==> src/rtl/core/lla_ram.sv <==
// Generic synchronous RAM: one write port, two registered read ports.
`default_nettype none

module lla_ram #(
  parameter  int WIDTH = 16,
  parameter  int DEPTH = 256,
  localparam int AW    = (DEPTH > 1) ? $clog2(DEPTH) : 1
) (
  input  wire logic             clk,
  input  wire logic             we,
  input  wire logic [AW-1:0]    waddr,
  input  wire logic [WIDTH-1:0] wdata,
  input  wire logic [AW-1:0]    raddr_a,
  output logic      [WIDTH-1:0] rdata_a,
  input  wire logic [AW-1:0]    raddr_b,
  output logic      [WIDTH-1:0] rdata_b
);

  logic [WIDTH-1:0] mem [DEPTH];

  always_ff @(posedge clk) begin
    if (we) begin
      mem[waddr] <= wdata;
    end
    rdata_a <= mem[raddr_a];
    rdata_b <= mem[raddr_b];
  end

endmodule

`default_nettype wire

==> config.mk <==
export PLATFORM = sky130hd
export DESIGN_NAME = lla_ram
export DESIGN_NICKNAME = d
export VERILOG_FILES = /design/src/rtl/core/lla_ram.sv
export SDC_FILE = /design/constraint.sdc
export NUM_CORES = 2
export LEC_CHECK = 0
export BUFFER_PORTS_ARGS = -buffer_cell sky130_fd_sc_hd__buf_2
export CAP_MARGIN = 20
export CELL_PAD_IN_SITES_DETAIL_PLACEMENT = 1
export CELL_PAD_IN_SITES_GLOBAL_PLACEMENT = 2
export CORE_ASPECT_RATIO = 1.4
export CORE_UTILIZATION = 50
export CTS_CLUSTER_DIAMETER = 150
export CTS_CLUSTER_SIZE = 14
export DETAILED_ROUTE_END_ITERATION = 10
export GPL_ROUTABILITY_DRIVEN = 0
export PLACE_DENSITY_LB_ADDON = 0.1
export SETUP_SLACK_MARGIN = 0.02
export SLEW_MARGIN = 20
export SYNTH_ARGS = -nofsm -noshare
export SYNTH_HDL_FRONTEND = slang
export SYNTH_SLANG_ARGS = --single-unit
==> constraint.sdc <==
create_clock -name clk -period 3.89 [get_ports clk]
set_input_delay 0.778 -clock clk [delete_from_list [all_inputs] [get_ports clk]]
set_output_delay 0.778 -clock clk [all_outputs]
set_load 0.02 [all_outputs]
==> impl_metrics.json <==
{
  "clk_latency_ps": 990,
  "slowest_delay_ps": 750,
  "ys.flop_type": "edfxtp_1",
  "avgSynthCellArea_um2": 18.9,
  "cellPowerDensity_nw_per_um2": 417,
  "htreeDepth": 5,
  "synth_area_um2": 192000,
  "whs_ps": 224,
  "register_area_um2": 124000,
  "max_clock_freq_mhz": 247,
  "drtIter0Drc": 16600,
  "cts-root-buf": "clkbuf_16",
  "min-delay-path-class": "in -> reg",
  "synth_area_leaders": "edfxtp_1 64%, mux4_2 20%, mux2i_1 5.3%, o221ai_1 1.9%, o22ai_1 0.92%",
  "synth_area_leader_cell": "edfxtp_1",
  "startpoint_type": "input port",
  "finalHoldViolCount": 0,
  "r2r-start": "mem[56][15]",
  "place_area_um2": 208000,
  "wl_um": 752000,
  "setup_slack_ps": -160,
  "die_w_um": 525,
  "tightest_slew_ps": 1340,
  "fillers": 32900,
  "yosysWarningCount": 0,
  "min_period_ps": 4050,
  "hpwl_um": 507000,
  "pwr-share-clk_pct": 35.0,
  "crit_chain": "buf_12, buf_12, buf_12, buf_4, mux4_2, a22o_1, a221oi_1, o22ai_1, nor3_2, nor2_1, buf_4, and3_1",
  "min_to": "mem[186][12]",
  "cp_slowest_cell": "nor3_2",
  "die-area_um2": 386000,
  "maxCapViolCount": 0,
  "synth_nets": 10200,
  "grt_util_all_layers_pct": 38.8,
  "stdcell_count": 16300,
  "synth-seq-cells": 4128,
  "reg2regPathDepth": 8,
  "final_max_slew_viol_count": 0,
  "cts_hold_buf": 0,
  "pwr-share-seq_pct": 54.2,
  "die_h_um": 734,
  "cts_resized": 2,
  "first_global_vias": 124000,
  "critPathMaxFanout": 14,
  "port_buffers": 73,
  "synth_top_cell_area_share_pct": 64.2,
  "status": "complete, but fails checks",
  "switching_share_pct": 24.5,
  "numClockSinks": 4128,
  "violations": "setup timing",
  "required_ps": 4770,
  "cts_buffers": 332,
  "relSlewSlack_pct": 10.2,
  "via_per_inst": 7.34,
  "async_reset_ff_share_pct": 0,
  "p_comb_share_pct": 10.7,
  "startpoint": "raddr_a[0]",
  "core_area_um2": 381000,
  "rsz0062_at_grt": "no",
  "clk_path_buf_depth": 4,
  "reg2reg_slack_ps": 190,
  "arrival_ps": 4930,
  "power.internal_mw": 68.5,
  "drcViolationCount": 0,
  "power_mw": 90.7,
  "vdd_drop_max_uv": 375,
  "ys_types": 59,
  "seq_area_frac_synth_pct": 64.5,
  "setup_violations": 4,
  "vias": 120000,
  "design_area_um2": 218000,
  "syn_inst": 10100,
  "clk_pin_slew_worst_paths_ps": 70,
  "cts_tree": "yes",
  "grt_max_degree": 116,
  "critical_path_class": "in -> reg",
  "holdPathStages": 1,
  "clock_skew_ps": 31.5,
  "ant_nets": 0,
  "grt_pass1_wl_um": 1030000,
  "pre_cts_ws_ps": -1400,
  "multi_input_area_um2": 64100,
  "row_count": 268,
  "finalSetupTns_ps": -284,
  "p_leak_nw": 70.9,
  "fin_nets": 11200,
  "path_common_cell": "buf_12",
  "overflow": 0,
  "io_pins": 74,
  "post-route-period-util_pct": 104,
  "cts_setup_buffers": 0,
  "reg2reg_to": "rdata_a[15]",
  "crit_path_end_kind": "register",
  "min_from": "wdata[12]",
  "postLayoutCoreUtil_pct": 57.1,
  "antenna_found_initial": 74,
  "initial_core_util_pct": 50.3,
  "drive_above_1_share_pct": 34.7,
  "drt_pass1_iterations": 8,
  "p_sw_mw": 22.2,
  "synth_edf_count": 4096,
  "syn_to_final_growth_pct": 13.6,
  "placedCellCount": 15900,
  "post_drt_wl_per_cell_um": 46.0
}
-- power groups by stage --
stage	Sequential, mW	Clock, mW	Combinational [mW]
finish	49.2	31.8	9.73
global route	49.2	33.2	9.85
CTS	49.2	32.0	9.51
detailed placement	50.2	0	9.49
global placement	50.1	0	9.33
floorplan	50.1	0	4.56
-- kinds of logic after synthesis --
family / Yosys count / synth area share [%]
AND/OR/NAND/NOR: 1028 / 2.43
buffers and inverters: 856 / 2.47
multiplexers: 2709 / 25.2
AO/OA/AOI/OAI: 1414 / 5.40
flip-flops: 4128 / 64.5
-- layout by cell type, fill, tap and decap left out, drive strengths merged, types with 83 or more instances in the layout --
| cell | count |
|---|---|
| a21oi | 210 |
| a22oi | 119 |
| buf | 1570 |
| clkbuf | 416 |
| edfxtp | 4096 |
| mux2i | 1021 |
| mux4 | 1688 |
| nand2 | 257 |
| nand3 | 83 |
| nor2 | 355 |
| nor3 | 185 |
| o221ai | 418 |
| o22ai | 284 |
-- critical path, delay by kind of cell --
family / cells / cell delay, ps
buffers and inverters: 5 / 1020
AO/OA/AOI/OAI: 3 / 1290
multiplexers: 1 / 510
AND/OR/NAND/NOR: 3 / 1220
-- layer usage --
| layer | global-route usage [%] | vias up | part of all wire, % | wire length [µm] |
|---|---|---|---|---|
| met2 | 61.2 | 7641 | 47 | 354000 |
| met4 | 32.2 | 24 | 10 | 75300 |
| met3 | 8.01 | 2007 | 9.7 | 72600 |
| li1 | - | 45900 | - | - |
| met5 | 0 | - | 0.019 | 146 |
| met1 | 46.4 | 64400 | 33 | 250000 |
-- sequential cells by signal, indices dropped and copies added (netlist names) --
register and flops:
mem 4096, rdata_a 16, rdata_b 16
-- cell usage after synthesis (13+ instances only) --
cell type,number
buf_2,153
edfxtp_1,4096
buf_8,15
o31ai_1,27
nand2_1,257
a211oi_1,22
buf_1,102
a2111oi_0,38
o21ai_0,74
a22o_1,55
nor3_1,185
mux2i_1,1021
nor4_1,38
dfxtp_1,32
o211ai_1,59
nor2_1,355
buf_6,92
a211o_1,26
mux4_2,1688
o221ai_1,418
a22oi_1,119
clkbuf_1,382
and3_1,18
a21oi_1,210
o22ai_1,281
nand4_1,30
nor2b_1,13
nand3_1,83
buf_4,100
a221oi_1,48
-- area by class of cell --
type | instances | share of cell area, %
multi-input combinational | 5151 | 29.4
tap | 4995 | 2.87
sequential | 4128 | 56.8
timing repair buffer | 1575 | 6.66
clock buffer | 411 | 4.07
clock inverter | 13 | 0.0655
antenna | 67 | 0.0770
inverter | 6 | 0.0190
-- worst max-delay path by stage --
| stage | end | slack [ps] | depth (start not counted) |
|---|---|---|---|
| 3_3_place_gp | rdata_b[9] | -2030 | 11 |
| 3_5_place_dp | rdata_a[15] | -1400 | 12 |
| 2_1_floorplan | rdata_b[10] | 850 | 8 |
| 5_1_grt | rdata_a[13] | 40 | 12 |
| 6_report | rdata_a[15] | -160 | 12 |
| 4_1_cts | rdata_a[15] | 10 | 12 |
Note: power is estimated with default switching activity, not from simulation.
