$ cat config.mk
export PLATFORM = sky130hd
export DESIGN_NAME = lla_window
export DESIGN_NICKNAME = d
export VERILOG_FILES = /design/src/rtl/core/lla_pkg.sv /design/src/rtl/core/lla_window.sv
export SDC_FILE = /design/constraint.sdc
export NUM_CORES = 1
export LEC_CHECK = 0
export BUFFER_PORTS_ARGS = -buffer_cell sky130_fd_sc_hd__buf_4
export CORE_UTILIZATION = 60
export CTS_BUF_LIST = sky130_fd_sc_hd__clkbuf_4 sky130_fd_sc_hd__clkbuf_8
export DETAILED_ROUTE_END_ITERATION = 6
export MAX_ROUTING_LAYER = met4
export PLACE_DENSITY = 0.83
export SYNTH_ARGS = -nofsm -noshare
export SYNTH_HDL_FRONTEND = slang
export SYNTH_SLANG_ARGS = --single-unit
$ cat constraint.sdc
create_clock -name clk -period 12.72 [get_ports clk]
set_input_delay 0.636 -clock clk [delete_from_list [all_inputs] [get_ports clk]]
set_output_delay 0.636 -clock clk [all_outputs]
set_load 0.01 [all_outputs]
$ cat src/rtl/core/lla_pkg.sv
// Shared types and constants of the least-loaded vector allocator.
`default_nettype none

package lla_pkg;

  localparam int COUNT_W = 16;
  localparam int TOTAL_W = 24;
  localparam int MASK_W  = 8;

  // Request kinds; the fourth code is reserved and rejected.
  localparam logic [1:0] KIND_AUTO     = 2'd0;
  localparam logic [1:0] KIND_GIVEN    = 2'd1;
  localparam logic [1:0] KIND_EXPLICIT = 2'd2;

  localparam logic [7:0]         FIRST_AUTO_BASE = 8'h30;
  localparam logic [COUNT_W-1:0] COUNT_MAX       = 16'hFFFF;
  localparam logic [TOTAL_W-1:0] TOTAL_MAX       = 24'hFFFFFF;

  typedef struct packed {
    logic [1:0] kind;
    logic [2:0] processor;
    logic [7:0] base_vector;
    logic [7:0] group_size;
  } in_t;

  typedef struct packed {
    logic       status;
    logic [2:0] chosen_processor;
    logic [7:0] chosen_vector;
  } out_t;

  // Control of the window accumulator, registered so that it lines up with the memory read data.
  typedef struct packed {
    logic       start;
    logic       valid;
    logic       sub;
    logic       cmp;
    logic [7:0] base;
  } win_ctl_t;

  typedef enum logic [3:0] {
    ST_CLEAR,
    ST_IDLE,
    ST_CHECK,
    ST_PICK,
    ST_PICK_LAST,
    ST_ROW,
    ST_SCAN,
    ST_SCAN_LAST,
    ST_TAKE,
    ST_RANGE,
    ST_INC,
    ST_INC_LAST,
    ST_TOT_RD,
    ST_TOT_WR,
    ST_RESULT
  } state_t;

endpackage

`default_nettype wire

$ cat src/rtl/core/lla_window.sv
// Sliding window sum over usage counts, keeping the lowest base of the smallest sum.
`default_nettype none

module lla_window #(
  parameter int MAX_GROUP = 32
) (
  input  wire logic                          clk,
  input  wire logic                          rst_n,
  input  wire lla_pkg::win_ctl_t             ctl,
  input  wire logic [lla_pkg::COUNT_W-1:0]   rd_add,
  input  wire logic [lla_pkg::COUNT_W-1:0]   rd_sub,
  output logic      [7:0]                    best_base
);

  localparam int SW = lla_pkg::COUNT_W + $clog2(MAX_GROUP + 1);

  logic [SW-1:0] sum_r;
  logic [SW-1:0] best_r;
  logic [SW-1:0] sum_nxt;
  logic          found_r;
  logic [7:0]    best_base_r;

  // The count leaving the window is subtracted once the window is full.
  assign sum_nxt = sum_r + SW'(rd_add) - (ctl.sub ? SW'(rd_sub) : '0);

  always_ff @(posedge clk) begin
    if (!rst_n) begin
      found_r <= 1'b0;
    end else if (ctl.start) begin
      found_r <= 1'b0;
    end else if (ctl.valid && ctl.cmp) begin
      found_r <= 1'b1;
    end
  end

  always_ff @(posedge clk) begin
    if (ctl.start) begin
      sum_r       <= '0;
      best_base_r <= lla_pkg::FIRST_AUTO_BASE;
    end else if (ctl.valid) begin
      sum_r <= sum_nxt;
      // Strict compare: on a tie the earlier base stays.
      if (ctl.cmp && (!found_r || sum_nxt < best_r)) begin
        best_r      <= sum_nxt;
        best_base_r <= ctl.base;
      end
    end
  end

  assign best_base = best_base_r;

endmodule

`default_nettype wire

==> results.cfg <==
[cts]
path_clk_slew_ps = 100
cts_tree = built
cts_max_path_buffers = 2
post_cts_resized = 0
clockRootBuffer = clkbuf_8
postcts_setup_bufs = 0
numClockSinks = 53
cts.hold.buffers_added = 0
cts_max_level = 2
total_cts_buffers = 5
clkLatencyLatePin_ps = 310

[layout]
area_occupied_by_multi_input_gates_um2 = 2679
num_antenna_cells = 0
layout_commonest_cell = inv_1
finish.net_count = 649
final.fill_count = 550
post_route_cells_drive_above_1_share = 0.1321
synthToLayoutAreaGrowth_pct = 11.98
leading_cell_types_in_the_layout_fill_and_taps_excluded = inv_1, buf_4, ha_1
post_route_utilization = 0.7110
sequential_cell_area_um2 = 1281

[floorplanning]
core.rowCount = 30
floorplan.io_pins = 54
chipWidth_um = 87.73
die-area_um2 = 7696
floorplan.die.height_um = 87.73
placeableCoreArea_um2 = 6944
initial_utilization = 0.6350

[worst_setup_path]
start_kind = input pin
worst_setup_path_end_kind = flip-flop
r2r_start = sum_r[1]
worstPathArrival_ps = 6330
critical-path-max-stage-delay_ps = 1000
cpMostUsedCell = fa_1
critical_path.reg2reg.endpoint = best_r[16]
cp_top_delay_family = compound AO/OA/AOI/OAI gates
critPathKind = input pin to flip-flop
reg2reg_slack_ps = 6560
critical_path_cell_by_cell = buf_4, and2_1, fa_1, inv_1, fa_1, a21o_1, a221oi_4, o21ai_4, a22o_4, a21oi_1, xnor2_1, ha_1, nand3_1, nor3_1, a221oi_1, o211ai_1, a21boi_1, nor2b_2
worst-r2r-cell-count = 17
cp.buffers_inverters = 2
path_max_fanout = 22
critPathSlowestCell = nor2b_2
worst-path-stages = 18
worst_ep_required_time_ps = 12660

[grt]
grt_start_max_net_pins = 62
grt.total_usage = 0.2815
groute.layer.met3.usage = 0.02545
grt_antenna_before_repair = 0
global_route.usage.met2 = 0.4616
grt_pass1_vias = 3498
grt_most_used_layer = met2
grt_overflow_total = 0
use_met1 = 0.3711
grt_pass1_wl_um = 16290

[drt]
vias_per_cell = 5.760
first_iter_violations = 248
detailroute.via_count = 3692
antenna_left = 0
drt-pass1-iter-count = 5
final_wirelength_um = 9719
wl_per_cell_um = 15.16
detail_route.drc_violations = 0

[timing]
final.min_clock_period_ps = 6391
final.hold.worst_slack_ps = 477.6
setup_total_negative_slack_ps = 0
maxSlewViolCount = 0
finalSetupViolations = 0
fmax_ghz = 0.1565
grt_setup_unrepaired = false
hold_viol_final = 0
max-slew-margin-rel = 0.1848
worst_slew_pin_slew_ps = 1220
post-route-period-util = 0.5024
fin_skew_ps = 4.912

[worst_hold_path]
worst_hold_path_type = flip-flop to flip-flop
hold-path-endpoint = sum_r[9]
start_point_of_the_worst_hold_path = sum_r[9]
whs_path_depth = 2

[synthesis]
synth_fp_nets = 609
synth-seq-area-share = 0.2906
synthesis.instances = 504
post_synth_edffs = 22
syn_area_um2 = 4409
share_of_flip_flops_with_an_asynchronous_set_or_reset_after_synthesis = 0
synth_top_area_share = 0.1498
synthFlopType = dfxtp_1
synth.lib_cells_used.distinct = 65
syn-mean-instance-area_um2 = 8.748
ys_warn_count = 0
ys_ff_latch = 53
post-synth-top-area-cell = edfxtp_1
synth.top_cells.by_area = edfxtp_1, dfxtp_1, ha_1

[placed_design]
hpwl_um = 7580
routabilityCongestion = 0.9856
buffer_ports.inserted = 53

[power_and_ir_drop]
power.density_cell_area_nw_per_um2 = 272.8
post-layout-total-power_mw = 1.347
leakage_power_total_nw = 2.282
peak_supply_drop_uv = 101.9

[status]
outcome = finished, final reports clean

[run]
max_cap_viols = 0
power breakdown:
| part | switching, mW | internal [mW] |
|---|---|---|
| Sequential | 0.0206 | 0.258 |
| Clock | 0.0571 | 0.0405 |
| Combinational | 0.584 | 0.386 |
| Total | 0.662 | 0.685 |
cell usage after synthesis (4+ instances only):
library cell	count
mux2i_1	17
nand3_1	9
clkbuf_1	14
nand2_1	30
edfxtp_1	22
and2_1	20
or3_1	4
a21o_1	6
xnor2_1	10
dfxtp_1	31
ha_1	43
and3_1	5
a21oi_1	26
inv_1	98
buf_2	4
nand2b_1	14
nor3_1	13
xor2_1	6
o211ai_1	4
fa_1	16
o21ai_0	15
nor2_1	24
tightest hold or removal path, delay by kind of cell, from the launching register on:
family,cells,cell delay (ps)
AOI/OAI and AO/OA,1,60
and+or+nand+nor,1,60
DFF,1,320
layer usage:
metal | wire [µm] | part of all wire | vias to the layer above
met5 | 0 | 0 | -
met3 | 640 | 0.066 | 15
met1 | 4251 | 0.44 | 1734
met2 | 4633 | 0.48 | 151
met4 | 194 | 0.020 | 0
li1 | - | - | 1792
per-stage QoR:
step           area [µm²]  cells  worst slack [ps]
2_1_floorplan        4409    504              6990
3_3_place_gp         4850    633              6249
3_5_place_dp         4850    633              6023
4_1_cts              4937    641              6357
5_1_grt              4937    641              5962
6_report             4937    641              6329
registers in the layout, indices dropped and copies added (netlist names):
signal,flops
best_base,8
best_r,22
found_r,1
sum_r,22
worst max-delay path by stage:
stage,to,slack [ps],start
2_1_floorplan,best_r[0],6990,ctl[9]
3_3_place_gp,best_r[3],6250,ctl[9]
3_5_place_dp,best_r[3],6020,ctl[9]
4_1_cts,best_r[15],6360,ctl[9]
5_1_grt,best_r[16],5960,ctl[9]
6_report,best_r[16],6330,ctl[9]
kinds of logic (layout without fill, tap and decap cells):
family	count (synthesis)	in the layout	synth area share
buf+inv	119	160	0.1024
fa+ha+maj	59	59	0.1947
mux	17	17	0.03859
compound gates	101	101	0.1748
simple gates	138	138	0.1620
flops	53	53	0.2906
xor+xnor	17	17	0.03689
cell type report:
type / count / area share
Clock buffer: 6 / 0.01546
Clock inverter: 2 / 0.002281
Inverter: 99 / 0.07527
Multi-Input combinational cell: 332 / 0.5426
Sequential cell: 53 / 0.2595
Tap cell: 96 / 0.02433
Timing Repair Buffer: 53 / 0.08059
Note: power is estimated with default switching activity, not from simulation.
